`config.mk`:
```
export PLATFORM = sky130hd
export DESIGN_NAME = mtt_queue
export DESIGN_NICKNAME = d
export VERILOG_FILES = /design/src/hw/rtl/mtt_pkg.sv /design/src/hw/rtl/mtt_queue.sv
export SDC_FILE = /design/constraint.sdc
export NUM_CORES = 1
export LEC_CHECK = 0
export CAP_MARGIN = 20
export CORE_UTILIZATION = 30
export CTS_CLUSTER_SIZE = 14
export DETAILED_ROUTE_END_ITERATION = 8
export DONT_BUFFER_PORTS = 1
export SLEW_MARGIN = 20
export SYNTH_ARGS = -nofsm -noshare
export SYNTH_HDL_FRONTEND = slang
export SYNTH_SLANG_ARGS = --single-unit
export TNS_END_PERCENT = 5
```
`constraint.sdc`:
```
create_clock -name i_clk -period 10.2 [get_ports i_clk]
set_input_delay 2.04 -clock i_clk [delete_from_list [all_inputs] [get_ports i_clk]]
set_output_delay 2.04 -clock i_clk [all_outputs]
set_load 0.1 [all_outputs]
```
`src/hw/rtl/mtt_pkg.sv`:
```
// Shared constants, types and lookup tables of the triangulator.
// No dependencies.
`default_nettype none

package mtt_pkg;

    localparam int FB             = 16;
    localparam int IDX_W          = 10;
    localparam int CELL_INDEX_MAX = 1022;
    localparam int VAL_W          = 32;
    localparam int TOL_W          = 16;
    localparam int DW             = VAL_W + 1;
    localparam int CW             = IDX_W + FB;
    localparam int NTET           = 6;
    localparam int NJOB           = 2 * NTET;
    localparam int JOB_W          = $clog2(NJOB);
    localparam int QDEPTH         = 4;
    localparam int QPTR_W         = $clog2(QDEPTH);
    localparam int CFG_IDX_W      = 2;

    // register indexes
    localparam logic [CFG_IDX_W-1:0] CFG_ISO_LEVEL = 2'd0;
    localparam logic [CFG_IDX_W-1:0] CFG_SNAP_TOL  = 2'd1;

    typedef logic [IDX_W-1:0] t_idx;
    typedef logic [VAL_W-1:0] t_val;
    typedef logic [CW-1:0]    t_coord;

    localparam t_coord COORD_MAX = t_coord'((CELL_INDEX_MAX + 1) << FB);

    // one classified cell, as queued between front and back
    typedef struct packed {
        logic [2:0][IDX_W-1:0]   base;
        logic [7:0][VAL_W-1:0]   val;
        logic [NTET-1:0][3:0]    tidx;
        logic [NJOB-1:0]         jobs;
    } t_cell;

    // one triangle: [vertex][axis]
    typedef struct packed {
        logic [2:0][2:0][CW-1:0] v;
        logic                    fin;
    } t_tri;

    // cube corners of tetrahedron t, vertex n
    function automatic logic [2:0] tet_corner(input logic [2:0] t, input logic [1:0] n);
        logic [11:0] row;
        case (t)
            3'd0:    row = {3'd7, 3'd3, 3'd2, 3'd0};
            3'd1:    row = {3'd7, 3'd6, 3'd2, 3'd0};
            3'd2:    row = {3'd7, 3'd6, 3'd4, 3'd0};
            3'd3:    row = {3'd2, 3'd1, 3'd6, 3'd0};
            3'd4:    row = {3'd4, 3'd1, 3'd6, 3'd0};
            3'd5:    row = {3'd4, 3'd1, 3'd6, 3'd5};
            default: row = '0;
        endcase
        return row[n*3 +: 3];
    endfunction

    // corner offset as {dz, dy, dx}
    function automatic logic [2:0] corner_off(input logic [2:0] c);
        logic [2:0] o;
        case (c)
            3'd0:    o = 3'b000;
            3'd1:    o = 3'b010;
            3'd2:    o = 3'b011;
            3'd3:    o = 3'b001;
            3'd4:    o = 3'b100;
            3'd5:    o = 3'b110;
            3'd6:    o = 3'b111;
            3'd7:    o = 3'b101;
            default: o = 3'b000;
        endcase
        return o;
    endfunction

    function automatic logic [1:0] tri_count(input logic [3:0] idx);
        logic [1:0] n;
        case (idx)
            4'd0, 4'd15:                      n = 2'd0;
            4'd3, 4'd5, 4'd6, 4'd9, 4'd10, 4'd12: n = 2'd2;
            default:                          n = 2'd1;
        endcase
        return n;
    endfunction

    // edges {r1v2, r1v1, r1v0, r0v2, r0v1, r0v0}, each (first << 4) | second
    function automatic logic [47:0] tri_edges(input logic [3:0] idx);
        logic [47:0] e;
        case (idx)
            4'd1, 4'd14: e = {8'h00, 8'h00, 8'h00, 8'h03, 8'h02, 8'h01};
            4'd2, 4'd13: e = {8'h00, 8'h00, 8'h00, 8'h12, 8'h13, 8'h10};
            4'd3, 4'd12: e = {8'h02, 8'h12, 8'h13, 8'h13, 8'h02, 8'h03};
            4'd4, 4'd11: e = {8'h00, 8'h00, 8'h00, 8'h23, 8'h21, 8'h20};
            4'd5, 4'd10: e = {8'h23, 8'h12, 8'h01, 8'h03, 8'h23, 8'h01};
            4'd6, 4'd9:  e = {8'h23, 8'h02, 8'h01, 8'h23, 8'h13, 8'h01};
            4'd7, 4'd8:  e = {8'h00, 8'h00, 8'h00, 8'h31, 8'h32, 8'h30};
            default:     e = '0;
        endcase
        return e;
    endfunction

endpackage

`default_nettype wire

```
`src/hw/rtl/mtt_queue.sv`:
```
// Short queue of classified cells between front and back.
// Depends on mtt_pkg.
`default_nettype none

module mtt_queue (
    input  logic           i_clk,
    input  logic           i_rst_n,
    input  logic           i_push,
    input  mtt_pkg::t_cell i_cell,
    output logic           o_ready,
    input  logic           i_pop,
    output logic           o_valid,
    output mtt_pkg::t_cell o_cell
);
    import mtt_pkg::*;

    t_cell             r_mem [QDEPTH];
    logic [QPTR_W-1:0] r_head;
    logic [QPTR_W-1:0] r_tail;
    logic [QPTR_W:0]   r_count;
    logic              do_push;
    logic              do_pop;

    assign o_ready = r_count != (QPTR_W+1)'(QDEPTH);
    assign o_valid = r_count != '0;
    assign o_cell  = r_mem[r_head];
    assign do_push = i_push && o_ready;
    assign do_pop  = i_pop && o_valid;

    // pointers and fill level
    always_ff @(posedge i_clk) begin
        if (!i_rst_n) begin
            r_head  <= '0;
            r_tail  <= '0;
            r_count <= '0;
        end else begin
            if (do_push) begin
                r_tail <= r_tail + 1'b1;
            end
            if (do_pop) begin
                r_head <= r_head + 1'b1;
            end
            case ({do_push, do_pop})
                2'b10:   r_count <= r_count + 1'b1;
                2'b01:   r_count <= r_count - 1'b1;
                default: r_count <= r_count;
            endcase
        end
    end

    always_ff @(posedge i_clk) begin
        if (do_push) begin
            r_mem[r_tail] <= i_cell;
        end
    end

endmodule

`default_nettype wire

```
==> summary.md, run 1 <==
| Metric | Value |
|---|---|
| Drt drc | `0` |
| DR WL/cell | `24.5 um` |
| Worst rel slew slack | `24.1%` |
| Final antenna-violating net count | `0` |
| Tightest Pin Transition | `1.14 ns` |
| Post-DP HPWL | `61,400 um` |
| Placement Cell Area | `around 49,000 um2` |
| Root Buffer | `clkbuf_16` |
| TritonCTS buffer count | `135` |
| CTS resizes | `0` |
| Hold slack | `0.522 ns` |
| GRT Total Usage | `12.0%` |
| Max-Cap Viols | `0` |
| H-tree depth | `4` |
| Setup Viol. Count Final | `0` |
| Port bufs | `0` |
| Initial DRC Count | `1,302` |
| Post-synthesis cell count | `1,734` |
| Worst EP required | `8.16 ns` |
| Drt pass-1 iters | `5` |
| Status | `finished, final reports clean` |
| Synth warn | `0` |
| Fin area | `53,800 um2` |
| Post-CTS Setup Repair Bufs | `0` |
| Layout area overhead | `14.5%` |
| Syn nets | `2,066` |
| Core area | `155,000 um2` |
| Startpoint types | `flip-flop` |
| CP endpoint kind | `output pin` |
| Nets | `about 2,200` |
| Post-Syn Area per Cell | `27.1 um2` |
| Clock transition at the registers of the reported paths | `about 0.07 ns` |
| Max Fclk | `174 MHz` |
| Number of hold violations in the final report | `0` |
| Placer Congestion | `~0.8` |
| Total routed wirelength | `97,200 um` |
| First-pass GRT wire length | `roughly 140,000 um` |
| CP arrival | `3.69 ns` |
| Critical Path Fanout Max | `95` |
| Chip height | `398 um` |
| Setup CP Type | `flip-flop to output pin` |
| Final setup skew | `0.0351 ns` |
| Die area | `about 160,000 um2` |
| Via Count | `roughly 18,000` |
| Minimum clock period | `between 5 and 6 ns` |
| Non-filler cells in the finished layout | `3,974` |
| Worst Hold Class | `flip-flop to flip-flop` |
| Vias in the first global route | `19,900` |
| Global route total overflow | `0` |
| Vias/cell | `around 4.6` |
| Max-slew violations | `0` |
| CTS tree | `yes` |
| Final core occ | `34.8%` |
| Period Utilization, post-route | `56.2%` |
| Initial Util | `30.3%` |
| Placed cells | `3,727` |
| Initial antenna violation count | `3` |
| Flops & latches, synth | `1,297` |
| Top Ports | `650` |
| Clk Latency, worst-skew pair | `0.75 ns` |
| Mapped Area | `47,000 um2` |
| RSZ-0062 raised after global routing | `no` |
| # clock sinks | `1,297` |
| Largest net degree at the start of global routing | `147` |
| Cts hold-fix bufs | `0` |
| Synth unique cells | `22` |
| Seq/Total Area, Yosys | `82.7%` |
| Num rows | `between 100 and 150` |
| Die span in x | `398 um` |
| Clock buffer depth | `3` |
| Share of layout cells above drive strength 1 | `28.2%` |
==> worst max-delay path: stages, from the launching register on <==
cell	delay [ns]
dfxtp_4	0.62
buf_4	0.54
buf_12	0.49
mux4_2	0.91
==> registers in the layout, summed over array words and instances, names as in the netlist, named ones only <==
signal,cells
r_mem,1288
r_head,2
r_count,3
r_tail,2
==> kinds of logic after synthesis <==
kind of cell / after synthesis / share of synthesized area, %
flip-flops: 1297 / 82.7
multiplexers: 324 / 15.5
buffers and inverters: 79 / 1.23
AND/OR/NAND/NOR: 18 / 0.202
AO/OA/AOI/OAI: 6 / 0.0906
adder cells (fa/ha/maj): 6 / 0.176
XOR/XNOR: 4 / 0.0746
==> synthesized netlist by cell type <==
| cell type | instances | share of area (%) |
|---|---|---|
| nor2b_1 | 2 | 0.027 |
| and2_1 | 7 | 0.093 |
| buf_6 | 32 | 0.77 |
| a21boi_1 | 1 | 0.016 |
| nand2_1 | 6 | 0.048 |
| dfxtp_1 | 9 | 0.38 |
| or3_1 | 2 | 0.027 |
| xnor2_1 | 3 | 0.056 |
| o21ai_0 | 2 | 0.021 |
| o31a_1 | 1 | 0.019 |
| buf_2 | 34 | 0.36 |
| mux2i_1 | 2 | 0.043 |
| inv_1 | 6 | 0.048 |
| o311ai_0 | 1 | 0.019 |
| edfxtp_1 | 1288 | 82 |
| a21boi_0 | 1 | 0.016 |
| ha_1 | 5 | 0.13 |
| xor2_1 | 1 | 0.019 |
| nor2_1 | 1 | 0.0080 |
| fa_1 | 1 | 0.043 |
| clkbuf_1 | 7 | 0.056 |
| mux4_2 | 322 | 15 |
==> cell usage in the layout, fill, tap and decap left out, drive strengths merged, types with 2 or more instances in the layout <==
cell,Yosys,final
edfxtp,1288,1288
mux4,322,322
clkbuf,7,160
clkinv,0,56
buf,66,22
bufinv,0,16
inv,6,13
dfxtp,9,9
clkinvlp,0,7
and2,7,7
nand2,6,6
ha,5,5
xnor2,3,3
or3,2,2
nor2b,2,2
mux2i,2,2
o21ai,2,2
a21boi,2,2
==> area by class of cell <==
class                      count  area [um2]
sequential                  1297       38900
clock inverter                86         962
multi-input combinational    358        7540
inverter                       6        22.5
antenna                        1        2.50
clock buffer                 160        3540
tap                         2044        2560
timing repair buffer          22         303
fill                       13900      101000
==> path summary, 6_finish.rpt <==
check              from             to  slack (ns)  cells after the start
min reg2reg   r_tail[0]      r_tail[0]        0.52                      2
min           r_tail[0]      r_tail[0]        0.52                      2
max reg2reg  r_count[1]  r_mem[0][242]        6.43                      5
max           flip-flop    o_cell[250]        4.47                      3
==> stage by stage <==
step                setup slack [ns]  TNS, ns
global placement                5.05        0
detailed placement              4.98        0
floorplan                     -0.278  -268.12
CTS                             4.29        0
global route                    4.15        0
finish                          4.47        0
==> routing by layer <==
layer | vias up | part of all wire (%) | GRT usage (%)
met1 | 9799 | 35 | 13.0
met4 | 4 | 2.1 | 3.48
li1 | 7738 | - | -
met5 | - | 0.017 | 0
met2 | 744 | 49 | 19.6
met3 | 149 | 14 | 7.27
Power of run 1 is left out: the tool's default activity adds up to more than one toggle a clock period on the data nets, which glitch-free logic cannot reach.
==> run 2, diff against run 1 <==
ABC_AREA = 1   (was not set)
clock period = 6 ns   (was 10.2 ns; I/O delays follow)
==> run 2 against run 1 <==
Compared with the run above: global-route usage grew 2.0 points; setup slack lost 3.3 ns; register-to-register slack lost 3.4 ns; first-iteration DRC count grew 44%; wire length grew 20%; final area grew 8.1%; non-clock buffer count grew 192; count of clock-buffer cells in the layout grew 1; largest cell class unchanged; highest routed layer is now met4.
==> summary.md, run 2 <==
| Metric | Value |
|---|---|
| Status | `finished, final reports clean` |
| Non-filler cells in the finished layout | `5,510` |
| Layout area overhead | `21.3%` |
| First-pass GRT wire length | `171,000 um` |
| Initial DRC Count | `1,869` |
| Period Utilization, post-route | `between 80% and 90%` |
| DR WL/cell | `21.3 um` |
| Cts hold-fix bufs | `0` |
| Syn nets | `3,514` |
| Most frequent cells in the layout | `edfxtp_1 (1,288), nor2_1 (650), o21ai_0 (646)` |
| Worst rel slew slack | `between 10% and 20%` |
| Final antenna-violating net count | `0` |
| Switch Pwr | `14,700 uW` |
| CTS resizes | `0` |
| Reg power frac | `roughly a third` |
| Setup CP Type | `flip-flop to output pin` |
| Max Fclk | `around 210 MHz` |
| Total negative slack | `0 ns` |
| Gate power share | `40.1%` |
| Synth top area cells | `edfxtp_1 (81%), o21ai_0 (6.7%), nor2_1 (5.1%)` |
| TritonCTS buffer count | `140` |
| Die area | `161,000 um2` |
| Worst r2r dst | `r_mem[1][202]` |
| Final setup skew | `around 0.027 ns` |
| Placement Cell Area | `approximately 53,000 um2` |
| Flops & latches, synth | `1,297` |
| Number of hold violations in the final report | `0` |
| Post-Syn Area per Cell | `approximately 15 um2` |
| Clock buffer depth | `3` |
| CP arrival | `3.60 ns` |
| Max-Cap Viols | `0` |
| GRT Total Usage | `14.0%` |
| Setup Viol. Count Final | `0` |
| Diode count | `0` |
| Worst r2r src | `r_count[1]` |
| # clock sinks | `1,297` |
| Biggest regs | `r_mem: 1288 flops, r_count: 3 flops` |
| PwrDens | `approximately 560 nW/um2` |
| Async SR Flop Fraction | `0%` |
| Share of layout cells above drive strength 1 | `21.8%` |
| Most common cell after layout, fill and taps aside | `edfxtp_1` |
| Max incr delay on CP | `0.97 ns` |
| Initial antenna violation count | `1` |
| Chip height | `402 um` |
| Yosys top cell area share | `80.7%` |
| Crit-path cells | `buf_4 -> buf_4 -> o21ai_0 -> o22ai_2` |
| Vias in the first global route | `26,300` |
| Max-slew violations | `0` |
| Minimum clock period | `slightly below 5 ns` |
| Hold path cells | `2` |
| Root Buffer | `clkbuf_16` |
| Metal2 WL | `~58,000 um` |
| Max IR drop VDD | `0.000406 V` |
| Slowest stage cell, crit path | `o22ai_2` |
| Max Used Layer | `met4` |
| H-tree depth | `4` |
| Placer Congestion | `0.761` |
| Cell with the most instances after synthesis | `edfxtp_1` |
| Synth warn | `0` |
| Predominant post-synthesis flop cell | `edfxtp_1` |
| Post-synthesis cell count | `3,182` |
| Port bufs | `0` |
| Lkg Pwr | `0.0187 uW` |
| WL met3 | `around 11,000 um` |
| Final core occ | `36.7%` |
| Reg with most FFs | `r_mem` |
| CTS tree | `yes` |
| RSZ-0062 raised after global routing | `no` |
| Seq/Total Area, Yosys | `81.1%` |
| Worst Hold Class | `flip-flop to flip-flop` |
| Die span in x | `~400 um` |
| Yosys top cell by area | `edfxtp_1` |
| Post-synth top cells | `edfxtp_1 (1,288), nor2_1 (654), o21ai_0 (646), o22ai_1 (322), clkbuf_1 (136)` |
| Drt pass-1 iters | `5` |
| Global route total overflow | `0` |
| Total routed wirelength | `between 100,000 and 150,000 um` |
| Top Ports | `650` |
| Vias/cell | `4.91` |
| Switching share of power | `45.6%` |
| Placed cells | `between 5,000 and 6,000` |
| Num rows | `146` |
| Initial Util | `30.2%` |
| Startpoint types | `flip-flop` |
| Largest net degree at the start of global routing | `191` |
| Core area | `159,000 um2` |
| Drt drc | `0` |
| Clk Latency, worst-skew pair | `a little under 0.8 ns` |
| Fin area | `58,100 um2` |
| EDFF count, synth | `~1,300` |
| Reg2reg setup slack | `about 3.0 ns` |
| Most used cell along the critical path | `buf_4` |
| Metal-1 WL | `45,000 um` |
| Internal Pwr Total | `17,600 uW` |
| Max FFs per register | `1,288` |
| Mapped Area | `47,900 um2` |
| CP endpoint kind | `output pin` |
| Clock network power share | `26.1%` |
| Tightest Pin Transition | `1.21 ns` |
| Critical Path Fanout Max | `64` |
| Post-DP HPWL | `68,400 um` |
| Reg2Reg Depth | `6` |
| Worst EP required | `4.80 ns` |
| Nets | `3,656` |
| Hold EP | `r_tail[1]` |
| Via Count | `about 27,000` |
| Startpoint of the worst hold path | `r_tail[1]` |
| Clock transition at the registers of the reported paths | `0.06 ns` |
| Post-CTS Setup Repair Bufs | `0` |
| Synth unique cells | `17` |
run 2: cell count changes after synthesis, sizes merged, moves of 12 or more:
cell	delta
buf	+12
o22ai	+322
o21ai	+644
mux4	-322
inv	+12
clkbuf	+129
nor2	+653
run 2: power by group through the flow:
stage | Combinational (uW) | Clock (uW) | Sequential (uW)
floorplan | 10100 | 0 | 11200
global placement | 12800 | 0 | 11100
detailed placement | 13000 | 0 | 11100
CTS | 13000 | 8620 | 10900
global route | 13400 | 8990 | 11000
finish | 13000 | 8420 | 10900
run 2: how the worst max path moves through the flow:
stage / endpoint / slack, ns / cells past startpoint
final: o_cell[84] / 1.20 / 4
after global routing: o_cell[84] / 0.99 / 4
after CTS: o_cell[84] / 1.13 / 4
after detailed placement: o_cell[114] / 2.01 / 4
after global placement: o_cell[108] / 2.03 / 4
after floorplan: r_mem[0][0] / -0.54 / 2
run 2: final cells by class:
cell class | instances | area [um2]
Clock buffer | 161 | 3600
Clock inverter | 95 | 935
Fill cell | 14600 | 100000
Inverter | 18 | 82.6
Multi-Input combinational cell | 1653 | 10100
Sequential cell | 1297 | 38900
Tap cell | 2072 | 2590
Timing Repair Buffer | 214 | 1940
run 2: layer usage:
metal,up-vias,track usage (%)
li1,12400,-
met1,13700,16.3
met2,825,23.3
met3,174,5.69
met4,0,4.80
met5,-,0
run 2: kinds of logic (layout without fill, tap and decap cells):
kind of cell | Yosys count | count (layout) | synth area share, %
and+or+nand+nor | 674 | 674 | 5.29
DFF | 1297 | 1297 | 81.1
AOI/OAI and AO/OA | 973 | 973 | 11.0
buffers and inverters | 232 | 488 | 2.46
adders and majority gates | 6 | 6 | 0.172
run 2: metrics by stage:
step / hold WS [ns] / worst slack [ns] / power, uW
after CTS: 0.411 / 1.13 / 32600
after floorplan: 0.462 / -0.542 / 21300
after global placement: 0.494 / 2.03 / 23900
final: 0.506 / 1.20 / 32300
after global routing: 0.439 / 0.993 / 33400
after detailed placement: 0.502 / 2.01 / 24100
run 2: worst max-delay path, delay by kind of cell, from the launching register on:
family	cells	cell delay [ns]
buffers and inverters	2	1.12
DFF	1	0.41
AOI/OAI and AO/OA	2	1.23
Note: power is estimated with default switching activity, not from simulation.
