===== src/hw/rtl/mtt_pkg.sv =====
// Shared constants, types and lookup tables of the triangulator.
// No dependencies.
`default_nettype none

package mtt_pkg;

    localparam int FB             = 16;
    localparam int IDX_W          = 10;
    localparam int CELL_INDEX_MAX = 1022;
    localparam int VAL_W          = 32;
    localparam int TOL_W          = 16;
    localparam int DW             = VAL_W + 1;
    localparam int CW             = IDX_W + FB;
    localparam int NTET           = 6;
    localparam int NJOB           = 2 * NTET;
    localparam int JOB_W          = $clog2(NJOB);
    localparam int QDEPTH         = 4;
    localparam int QPTR_W         = $clog2(QDEPTH);
    localparam int CFG_IDX_W      = 2;

    // register indexes
    localparam logic [CFG_IDX_W-1:0] CFG_ISO_LEVEL = 2'd0;
    localparam logic [CFG_IDX_W-1:0] CFG_SNAP_TOL  = 2'd1;

    typedef logic [IDX_W-1:0] t_idx;
    typedef logic [VAL_W-1:0] t_val;
    typedef logic [CW-1:0]    t_coord;

    localparam t_coord COORD_MAX = t_coord'((CELL_INDEX_MAX + 1) << FB);

    // one classified cell, as queued between front and back
    typedef struct packed {
        logic [2:0][IDX_W-1:0]   base;
        logic [7:0][VAL_W-1:0]   val;
        logic [NTET-1:0][3:0]    tidx;
        logic [NJOB-1:0]         jobs;
    } t_cell;

    // one triangle: [vertex][axis]
    typedef struct packed {
        logic [2:0][2:0][CW-1:0] v;
        logic                    fin;
    } t_tri;

    // cube corners of tetrahedron t, vertex n
    function automatic logic [2:0] tet_corner(input logic [2:0] t, input logic [1:0] n);
        logic [11:0] row;
        case (t)
            3'd0:    row = {3'd7, 3'd3, 3'd2, 3'd0};
            3'd1:    row = {3'd7, 3'd6, 3'd2, 3'd0};
            3'd2:    row = {3'd7, 3'd6, 3'd4, 3'd0};
            3'd3:    row = {3'd2, 3'd1, 3'd6, 3'd0};
            3'd4:    row = {3'd4, 3'd1, 3'd6, 3'd0};
            3'd5:    row = {3'd4, 3'd1, 3'd6, 3'd5};
            default: row = '0;
        endcase
        return row[n*3 +: 3];
    endfunction

    // corner offset as {dz, dy, dx}
    function automatic logic [2:0] corner_off(input logic [2:0] c);
        logic [2:0] o;
        case (c)
            3'd0:    o = 3'b000;
            3'd1:    o = 3'b010;
            3'd2:    o = 3'b011;
            3'd3:    o = 3'b001;
            3'd4:    o = 3'b100;
            3'd5:    o = 3'b110;
            3'd6:    o = 3'b111;
            3'd7:    o = 3'b101;
            default: o = 3'b000;
        endcase
        return o;
    endfunction

    function automatic logic [1:0] tri_count(input logic [3:0] idx);
        logic [1:0] n;
        case (idx)
            4'd0, 4'd15:                      n = 2'd0;
            4'd3, 4'd5, 4'd6, 4'd9, 4'd10, 4'd12: n = 2'd2;
            default:                          n = 2'd1;
        endcase
        return n;
    endfunction

    // edges {r1v2, r1v1, r1v0, r0v2, r0v1, r0v0}, each (first << 4) | second
    function automatic logic [47:0] tri_edges(input logic [3:0] idx);
        logic [47:0] e;
        case (idx)
            4'd1, 4'd14: e = {8'h00, 8'h00, 8'h00, 8'h03, 8'h02, 8'h01};
            4'd2, 4'd13: e = {8'h00, 8'h00, 8'h00, 8'h12, 8'h13, 8'h10};
            4'd3, 4'd12: e = {8'h02, 8'h12, 8'h13, 8'h13, 8'h02, 8'h03};
            4'd4, 4'd11: e = {8'h00, 8'h00, 8'h00, 8'h23, 8'h21, 8'h20};
            4'd5, 4'd10: e = {8'h23, 8'h12, 8'h01, 8'h03, 8'h23, 8'h01};
            4'd6, 4'd9:  e = {8'h23, 8'h02, 8'h01, 8'h23, 8'h13, 8'h01};
            4'd7, 4'd8:  e = {8'h00, 8'h00, 8'h00, 8'h31, 8'h32, 8'h30};
            default:     e = '0;
        endcase
        return e;
    endfunction

endpackage

`default_nettype wire


===== src/hw/rtl/mtt_front.sv =====
// Front end: accepts a cell, clamps indices, classifies the six tetrahedra.
// Depends on mtt_pkg.
`default_nettype none

module mtt_front (
    input  logic                i_clk,
    input  logic                i_rst_n,
    input  logic                i_in_valid,
    output logic                o_in_ready,
    input  mtt_pkg::t_idx       i_cell_x,
    input  mtt_pkg::t_idx       i_cell_y,
    input  mtt_pkg::t_idx       i_cell_z,
    input  logic [7:0][mtt_pkg::VAL_W-1:0] i_corner,
    input  mtt_pkg::t_val       i_iso,
    output logic                o_push,
    output mtt_pkg::t_cell      o_cell,
    input  logic                i_q_ready
);
    import mtt_pkg::*;

    logic  r_valid;
    t_cell r_cell;
    t_cell n_cell;
    logic  accept;
    logic [7:0] below;

    assign o_in_ready = !r_valid || i_q_ready;
    assign accept     = i_in_valid && o_in_ready;
    assign o_push     = r_valid;
    assign o_cell     = r_cell;

    function automatic t_idx clamp(input t_idx v);
        return (v > t_idx'(CELL_INDEX_MAX)) ? t_idx'(CELL_INDEX_MAX) : v;
    endfunction

    // classify: below-level bits, per-tetra index and job mask
    always_comb begin
        n_cell.base[0] = clamp(i_cell_x);
        n_cell.base[1] = clamp(i_cell_y);
        n_cell.base[2] = clamp(i_cell_z);
        n_cell.val     = i_corner;
        for (int c = 0; c < 8; c++) begin
            below[c] = $signed(i_corner[c]) < $signed(i_iso);
        end
        for (int t = 0; t < NTET; t++) begin
            for (int n = 0; n < 4; n++) begin
                n_cell.tidx[t][n] = below[tet_corner(3'(t), 2'(n))];
            end
            n_cell.jobs[2*t]     = tri_count(n_cell.tidx[t]) != 2'd0;
            n_cell.jobs[2*t + 1] = tri_count(n_cell.tidx[t]) == 2'd2;
        end
    end

    // empty cells are dropped here
    always_ff @(posedge i_clk) begin
        if (!i_rst_n) begin
            r_valid <= 1'b0;
        end else if (o_in_ready) begin
            r_valid <= accept && (n_cell.jobs != '0);
        end
    end

    always_ff @(posedge i_clk) begin
        if (accept) begin
            r_cell <= n_cell;
        end
    end

endmodule

`default_nettype wire


===== config.mk =====
export PLATFORM = sky130hd
export DESIGN_NAME = mtt_front
export DESIGN_NICKNAME = d
export VERILOG_FILES = /design/src/hw/rtl/mtt_pkg.sv /design/src/hw/rtl/mtt_front.sv
export SDC_FILE = /design/constraint.sdc
export NUM_CORES = 1
export LEC_CHECK = 0
export ABC_AREA = 1
export BUFFER_PORTS_ARGS = -buffer_cell sky130_fd_sc_hd__buf_2
export CAP_MARGIN = 40
export CORE_AREA = 2 2 253 255
export DETAILED_ROUTE_END_ITERATION = 8
export DIE_AREA = 0 0 255 257
export SYNTH_ARGS = -nofsm -noshare
export SYNTH_HDL_FRONTEND = slang
export SYNTH_SLANG_ARGS = --single-unit

===== constraint.sdc =====
create_clock -name i_clk -period 30.6 [get_ports i_clk]
set_input_delay 1.53 -clock i_clk [delete_from_list [all_inputs] [get_ports i_clk]]
set_output_delay 1.53 -clock i_clk [all_outputs]
set_load 0.1 [all_outputs]

==> results.md, run 1 <==
* Fill count at 6204
* MaxCap Viol Count at 0
* Post-route setup TNS at 0 ns
* Routed met1 length at 21070 um
* Minimum clock period at 4.958 ns
* Clk_skew at 0.009781 ns
* WL met3 at 4077 um
* Yosys warns at 0
* CP Launch Type: primary input
* Biggest area consumer among synthesized cells: edfxtp_1
* CP endpoint kind: register
* First-pass GRT wire length at 79140 um
* Pwr/cell area at 64.02 mW/mm^2
* Final hold violation count at 0
* DR top layer: met5
* Most used DFF post-synth: edfxtp_1
* Cts bufs inserted at 36
* # clock sinks at 307
* # H-tree levels at 2
* Sequential fraction of the synthesis area at 0.5767
* DRC at 0
* Post-Syn Nets at 1888
* Die W at 255 um
* # rows at 92
* Total length of routed wires at 55770 um
* Hpwl dp at 46960 um
* WP data arrival at 5.38 ns
* Setup Viol. Count Final at 0
* RSZ-0062 raised after global routing: no
* Final WS setup at 25.64 ns
* Core area at 0.06274 mm^2
* Critical path class: primary input to register
* Final core occ at 0.3416
* CP Data Required Time at 31.03 ns
* Cells after synthesis at 1310
* Clk buf depth at 3
* Vias after detailed routing at 12590
* Share of cells above drive strength 1 at 0.3859
* Comb pwr share at 0.302
* Period Utilization, post-route at 0.1620
* Register area at 0.009209 mm^2
* Clk Latency, worst-skew pair at 0.54 ns
* Seq cells post-synth at 307
* I/O pin count at 646
* Top post-synthesis cells by count: 306 x edfxtp_1, 256 x ha_1, 212 x nand2_1
* Largest net degree at the start of global routing at 76
* Ys async rst share at 0
* Most frequent cell after synthesis: edfxtp_1
* Post-synthesis cell area at 0.01597 mm^2
* Initial antenna violation count at 8
* Pre-CTS WS at 24.82 ns
* CTS tree: built
* Wire per inst at 19.65 um
* Total global routing overflow at 0
* Sequential Power Share at 0.368
* Pint at 0.0008554 W
* Vias in the first global route at 12780
* Setup bufs post-CTS at 0
* Nets at 2541
* Net load switching power at 0.0005165 W
* DRT Pass-1 Iters at 5
* Routed met2 length at 28250 um
* Synth top area share at 0.5755
* Cts repair resizes at 0
* Antenna viol nets, final at 0
* Leak pwr at 9.996 nW
* Number of synthesized flops with an enable pin at 306
* Worst-path clk slew at 0.05 ns
* Die Y at 257 um
* Sw frac at 0.3765
* Top cells by area, synth: edfxtp_1 58%, ha_1 20%, nand2_1 5.0%, a21oi_1 3.8%, inv_1 2.4%
* Outcome: completed
* Hold WC Path Type: register to register
* Avg Cell Area, Syn at 12.19 um^2
* Slew @ Worst Pin at 0.9022 ns
* Root Buffer: clkbuf_16
* Peak VDD IR at 43.53 uV
* Post-Layout Inst Area at 0.02143 mm^2
* Initial Util at 0.2545
* CTS Hold Bufs at 0
* Hold WS at 0.5673 ns
* Overall Global Routing Usage at 0.1645
* Crit Path Max Fanout at 8
* Area of the multi-input gates at 0.006155 mm^2
* Fmax at 201.7 MHz
* Cell variety after synth at 41
* Die ar. at 0.06554 mm^2
* Clock share of power at 0.330
* 1st-iter DRT viols at 665
* Via-to-Cell Ratio at 4.435
* Max-slew headroom at 0.3985
* Pins Over Slew Limit at 0
* Area Growth Syn to Fin at 34.20%
* Final GP Congestion at 0.8896
* # port buffers at 645
* Cell area after placement at 0.02018 mm^2
==> critical path: stages <==
cell and delay, ns:
buf_2 0.10, inv_1 0.22, ha_1 0.29, o21a_1 0.10
o211ai_1 0.16, nand2_1 0.12, nand4_1 0.09, o211ai_1 0.14
a21oi_1 0.22, o21bai_1 0.15, nand3_1 0.10, nand2_1 0.08
o21ai_0 0.60, inv_1 0.25, ha_1 0.47, nand3_1 0.16
nand2_1 0.09, nand2_1 0.07, nand2_1 0.08, nand2_2 0.06
nor2_2 0.12, nand3_2 0.08, nand2_2 0.06, a21oi_2 0.04
==> layer usage <==
layer  track usage  vias to the layer above
met5             0                        -
met4       0.07001                        6
met3       0.04066                      107
met2        0.2992                      577
li1              -                     6064
met1        0.1800                     5832
==> placed cells by master (no fill, tap or decap), types with 3 or more instances in the layout <==
| cell type | n |
|---|---|
| ha_1 | 256 |
| nand3_1 | 56 |
| a21oi_1 | 120 |
| o21bai_1 | 3 |
| clkinv_1 | 4 |
| clkinv_2 | 6 |
| bufinv_16 | 6 |
| nor2_2 | 6 |
| nand2_2 | 24 |
| nand3_2 | 4 |
| edfxtp_1 | 306 |
| o211ai_1 | 5 |
| a211oi_1 | 3 |
| nand2_4 | 8 |
| o21a_1 | 5 |
| nand4_1 | 25 |
| nor2_1 | 55 |
| o21ai_0 | 34 |
| buf_2 | 646 |
| nand2_1 | 212 |
| inv_1 | 102 |
| o31ai_1 | 5 |
| nor3_1 | 11 |
| clkbuf_16 | 37 |
| buf_4 | 9 |
| inv_2 | 3 |
| clkbuf_1 | 5 |
==> power groups by stage <==
stage,logic [W],clock network (W),registers (W)
detailed placement,0.000416,0,0.000514
finish,0.000414,0.000453,0.000505
global route,0.000440,0.000483,0.000508
CTS,0.000417,0.000467,0.000506
global placement,0.000408,0,0.000514
floorplan,0.000122,0,0.000730
==> flip-flops by register name (all words and copies together), names as in the netlist <==
register  flops
o_cell      306
o_push        1
==> stage by stage <==
step / cells / power [W]
2_1_floorplan: 1310 / 0.0008515
3_3_place_gp: 2767 / 0.0009224
3_5_place_dp: 2771 / 0.0009303
4_1_cts: 2836 / 0.001390
5_1_grt: 2837 / 0.001431
6_report: 2838 / 0.001372
==> worst paths after layout <==
| path | from | slack, ns | end | depth (start not counted) |
|---|---|---|---|---|
| min | o_push | 0.57 | o_push | 2 |
| min reg2reg | o_push | 0.57 | o_push | 2 |
| max | i_iso[1] | 25.64 | o_push | 24 |
| max reg2reg | o_push | 28.41 | o_cell[149] | 3 |
==> cell families (layout without fill, tap and decap cells) <==
logic type      Yosys count  count (layout)  synth area share
flops                   307             307            0.5767
other cells               0               2                 0
buf+inv                 148             828           0.03855
simple gates            413             413            0.1201
xor+xnor                  1               1         0.0005486
fa+ha+maj               256             256            0.2006
compound gates          185             185           0.06347
==> final cells by class <==
type,count,share of cell area
diodes,2,0.0002336
clock buffers,44,0.04537
clock inverters,21,0.01250
inverters,105,0.01839
multi-input cells,855,0.2872
flip-flops and latches,307,0.4298
well taps,846,0.04940
repair buffers,658,0.1571
Power figures use the tool's default switching activity.
==> run 2: changes to the inputs <==
clock period = 4.85 ns   (was 30.6 ns; I/O delays follow)
==> run 2 against run 1 <==
Net effect:
- first-iteration DRC count grew 22%
- largest cell class unchanged
- critical path depth up 1
- worst hold slack worse by 0.24 ns
- global-route usage rose by 1.5 points
- clock-buffer cell count decreased by 1
- critical path type unchanged
- utilization is 4.7 points higher
- routed wire length is 9.0% higher
==> results.md, run 2 (synthesized netlist as in run 1, its figures left out) <==
* Wire per inst at 19.40 um
* Clk buf depth at 3
* Minimum clock period at 4.245 ns
* Core area at 0.06274 mm^2
* Antenna viol nets, final at 0
* Total global routing overflow at 0
* Placed Cells incl. Taps at 2783
* MaxCap Viol Count at 0
* Clk Latency, worst-skew pair at 0.53 ns
* Crit Path Max Fanout at 5
* Initial antenna violation count at 2
* RSZ-0062 raised after global routing: no
* Commonest non-fill, non-tap cell in the layout: buf_2
* CP Launch Type: primary input
* Share of cells above drive strength 1 at 0.3384
* Vias after detailed routing at 13780
* Overall Global Routing Usage at 0.1798
* Hold WC Path Type: primary input to register
* Clock share of power at 0.317
* Cts bufs inserted at 36
* Max-slew headroom at 0.5156
* Highest-count cells in the layout ignoring fill and taps: 647 x buf_2, 306 x edfxtp_1, 288 x dlygate4sd3_1
* Hpwl dp at 47560 um
* DRC at 0
* Pins Over Slew Limit at 0
* Peak VDD IR at 299.8 uV
* Vias in the first global route at 14640
* Critical path class: primary input to register
* Initial Util at 0.2545
* Die ar. at 0.06554 mm^2
* CTS tree: built
* Cell area after placement at 0.02028 mm^2
* Sequential Power Share at 0.363
* Total length of routed wires at 60800 um
* Clk_skew at 0.01054 ns
* Nets at 2841
* Comb pwr share at 0.320
* Post-route setup TNS at 0 ns
* CP endpoint kind: register
* DRT Pass-1 Iters at 5
* # H-tree levels at 2
* # rows at 92
* Leak pwr at 11.24 nW
* Fill count at 5905
* Setup Viol. Count Final at 0
* Die Y at 257 um
* # port buffers at 645
* Fin cells at 3134
* Pre-CTS WS at 0.5766 ns
* Post-Layout Inst Area at 0.02435 mm^2
* # clock sinks at 307
* CP Data Required Time at 5.27 ns
* Sw frac at 0.3738
* Area Growth Syn to Fin at 52.52%
* Via-to-Cell Ratio at 4.397
* Period Utilization, post-route at 0.8752
* Root Buffer: clkbuf_16
* Die W at 255 um
* Fmax at 235.6 MHz
* Outcome: completed
* Pwr/cell area at 361.4 mW/mm^2
* Final GP Congestion at 0.8633
* Max reg flops at 306
* Final WS setup at 0.6054 ns
* Net load switching power at 0.003290 W
* 1st-iter DRT viols at 813
* I/O pin count at 646
* Pint at 0.005513 W
* Worst-path clk slew at 0.06 ns
* Setup bufs post-CTS at 0
* Largest net degree at the start of global routing at 114
* WP data arrival at 4.67 ns
* Slew @ Worst Pin at 0.7266 ns
* Final hold violation count at 0
* First-pass GRT wire length at 87770 um
run 2: cell count changes in the layout (fill, tap and decap cells not counted), moves of 2 or more:
cell,previous run,this run
dlygate4sd3_1,0,288
buf_4,9,19
buf_12,0,4
clkinv_1,4,7
buf_16,2,0
clkbuf_8,2,0
inv_6,2,0
run 2: area by class of cell:
| class | count | area, um^2 | area share |
|---|---|---|---|
| flip-flops and latches | 307 | 9213 | 0.3783 |
| well taps | 846 | 1059 | 0.04346 |
| inverters | 105 | 394.1 | 0.01618 |
| clock buffers | 43 | 948.4 | 0.03894 |
| repair buffers | 958 | 6344 | 0.2605 |
| clock inverters | 19 | 240.2 | 0.009864 |
| diodes | 1 | 2.502 | 0.0001027 |
| multi-input cells | 855 | 6155 | 0.2527 |
run 2: path summary, 6_finish.rpt:
path / slack (ns) / to / from / depth (start not counted)
worst max-delay path: 0.61 / o_push / i_corner[1] / 25
worst min-delay path: 0.33 / o_cell[273] / i_in_valid / 3
worst max register to register: 3.07 / o_cell[203] / o_push / 3
worst min register to register: 0.79 / o_cell[273] / o_push / 2
run 2: per-layer routing:
metal	vias to the layer above	track usage	share of wire
met4	0	0.05637	0.026
met3	69	0.03621	0.064
met2	566	0.3473	0.53
li1	6646	-	-
met1	6498	0.1927	0.37
met5	-	0	0
run 2: timing repair:
| action | 4_1_cts | 5_1_grt |
|---|---|---|
| hold buffers | 288 | 0 |
| gates resized for setup | 0 | 1 |
| setup endpoints to repair | 0 | 1 |
| hold endpoints to repair | 287 | 0 |
run 2: metrics by stage:
stage / hold slack [ns] / util / total power [W]
after CTS: 0.2861 / 0.3882 / 0.008884
after floorplan: 0.3414 / - / 0.005261
final: 0.3291 / 0.3882 / 0.008803
after global placement: 0.4345 / 0.3228 / 0.005838
after global routing: 0.3131 / 0.3882 / 0.009171
after detailed placement: 0.4347 / 0.3233 / 0.005879
run 2: critical path: stages:
cell and delay, ns:
dlygate4sd3_1 0.53, buf_2 0.13, ha_1 0.28, o21a_1 0.10, o211ai_1 0.16, nand2_1 0.12, nand4_1 0.09, o211ai_1 0.14
a21oi_1 0.25, o21bai_1 0.17, nand3_1 0.10, nand2_1 0.11, o21ai_1 0.33, inv_1 0.16, ha_1 0.41, nand3_1 0.16
nand2_1 0.10, nand2_1 0.07, nand2_1 0.08, nand2_2 0.06, nor2_2 0.12, nand3_2 0.09, nand2_2 0.06, a21oi_2 0.04
dlygate4sd3_1 0.54
run 2: power by group through the flow:
stage                     Combinational, W  Clock [W]  Sequential, W
after floorplan                   0.000770          0        0.00449
after global placement             0.00259          0        0.00324
after detailed placement           0.00264          0        0.00324
after CTS                          0.00283    0.00287        0.00319
after global routing               0.00299    0.00297        0.00321
final                              0.00282    0.00279        0.00319
==> run 3: changes to the inputs <==
CORE_AREA = 2 2 252 254   (was 2 2 253 255)
DIE_AREA = 0 0 254 256   (was 0 0 255 257)
PLACE_DENSITY = 0.48   (was not set)
clock period = 3.69 ns   (was 4.85 ns; I/O delays follow)
==> run 3 against run 2 <==
Net effect:
- final cell count grew 1.1%
- register-to-register slack lost 1.4 ns
- highest routed layer is now met5
- largest power group unchanged
- flip-flop and latch count is the same
==> results.md, run 3 (synthesized netlist as in run 1, its figures left out) <==
* 1st-iter DRT viols at 560
* FF-to-FF setup slack at 1.70 ns
* Hpwl dp at 49650 um
* Vias after detailed routing at 13660
* Worst Hold Depth at 2
* Highest-count cells in the layout ignoring fill and taps: 645 x buf_2, 306 x edfxtp_1, 289 x dlygate4sd3_1
* Die Y at 256 um
* Largest net degree at the start of global routing at 110
* Cts bufs inserted at 37
* Peak VDD IR at 357.2 uV
* Commonest non-fill, non-tap cell in the layout: buf_2
* # port buffers at 645
* First-pass GRT wire length at 88180 um
* Total length of routed wires at 61760 um
* Delay of the slowest critical-path stage at 0.53 ns
* WP data arrival at 3.78 ns
* Hold Startpoint: i_corner[2]
* WHS Endpoint: o_cell[38]
* Die ar. at 0.06502 mm^2
* Antenna viol nets, final at 0
* Largest delay contributor family on the critical path: simple AND/OR/NAND/NOR gates
* Area Growth Syn to Fin at 54.65%
* Minimum clock period at 3.352 ns
* Critical path class: primary input to register
* I/O pin count at 646
* DRC at 0
* Final GP Congestion at 0.8465
* Most frequent CP cell: nand2_1
* Outcome: completed
* Max-slew headroom at 0.5366
* CTS tree: built
* Fmax at 298.4 MHz
* Slew @ Worst Pin at 0.6934 ns
* Total global routing overflow at 0
* Hold WC Path Type: primary input to register
* CP Launch Type: primary input
* # rows at 92
* Final core occ at 0.3958
* R2r startpoint: o_push
* Initial Util at 0.2559
* Clk_skew at 0.02278 ns
* MaxCap Viol Count at 0
* Worst-path clk slew at 0.06 ns
* FF-to-FF End: o_cell[218]
* Max reg flops at 306
* Pwr/cell area at 463.2 mW/mm^2
* Setup Viol. Count Final at 0
* Post-route setup TNS at 0 ns
* Initial antenna violation count at 11
* Wire per inst at 19.48 um
* Core area at 0.06239 mm^2
* Worst Reg-to-Reg Cells at 3
* Nets at 2873
* # clock sinks at 307
* CP max-delay cell: dlygate4sd3_1
* Via-to-Cell Ratio at 4.308
* Clk Latency, worst-skew pair at 0.56 ns
* CP endpoint kind: register
* Clk buf depth at 3
* Crit Path Max Fanout at 5
* Leak pwr at 11.37 nW
* Overall Global Routing Usage at 0.1834
* Period Utilization, post-route at 0.9083
* Vias in the first global route at 14360
* Die W at 254 um
* CP Data Required Time at 4.12 ns
* Pins Over Slew Limit at 0
* # H-tree levels at 2
* DRT Pass-1 Iters at 4
* Root Buffer: clkbuf_16
* Final hold violation count at 0
* Share of cells above drive strength 1 at 0.3566
* Buffers & Inverters on Critical Path at 6
==> run 3: cell types whose count changed in the layout (fill, tap and decap cells not counted), sizes merged <==
cell / previous run / this run
buf: 670 / 700
bufinv: 6 / 1
clkinvlp: 0 / 5
inv: 105 / 110
diode: 1 / 5
clkbuf: 43 / 41
clkinv: 13 / 11
dlygate4sd3: 288 / 289
==> run 3: cell type report <==
type | count | area, um^2
clock buffers | 41 | 940.9
multi-input cells | 855 | 6305
diodes | 5 | 12.51
flip-flops and latches | 307 | 9213
inverters | 105 | 397.9
well taps | 846 | 1059
repair buffers | 989 | 6588
fillers | 6011 | 37690
clock inverters | 22 | 180.2
==> run 3: routing by layer <==
metal | wire, um | track usage | up-vias
met5 | 65 | 0 | -
met4 | 1722 | 0.05556 | 10
met3 | 3838 | 0.04109 | 93
met2 | 31740 | 0.3417 | 469
met1 | 24390 | 0.2052 | 6362
li1 | - | - | 6721
==> run 3: metrics by stage <==
stage	setup WS, ns	instances	power [W]	hold WS, ns	cell area, um^2
2_1_floorplan	-2.515	1310	0.006914	0.2834	15980
3_3_place_gp	0.1019	2811	0.007737	0.3775	20500
3_5_place_dp	-0.006479	2811	0.007770	0.3796	20500
4_1_cts	0.1121	3163	0.01153	0.3181	24510
5_1_grt	-0.03180	3170	0.01194	0.3350	24690
6_report	0.3383	3170	0.01144	0.3640	24690
==> run 3: power by group <==
group	internal [W]	leakage (nW)	switching (W)	total [W]
Combinational	0.000939	7.86	0.00284	0.00378
Clock	0.00193	0.543	0.00153	0.00347
Sequential	0.00413	2.97	0.0000678	0.00419
==> run 3: worst max-delay path by stage <==
stage,start,to,slack [ns],cells past startpoint
CTS,i_corner[1],o_push,0.11,27
floorplan,o_push,o_cell[0],-2.52,1
global placement,i_iso[7],o_push,0.10,22
finish,i_corner[27],o_push,0.34,25
global route,i_corner[27],o_push,-0.03,25
detailed placement,i_iso[1],o_push,-0.006,26
==> run 3: repair_timing <==
action,4_1_cts,5_1_grt
endpoints found under the hold margin,287,0
gates resized for setup,0,23
setup endpoints to repair,0,2
hold buffers,289,0
setup buffers,0,2
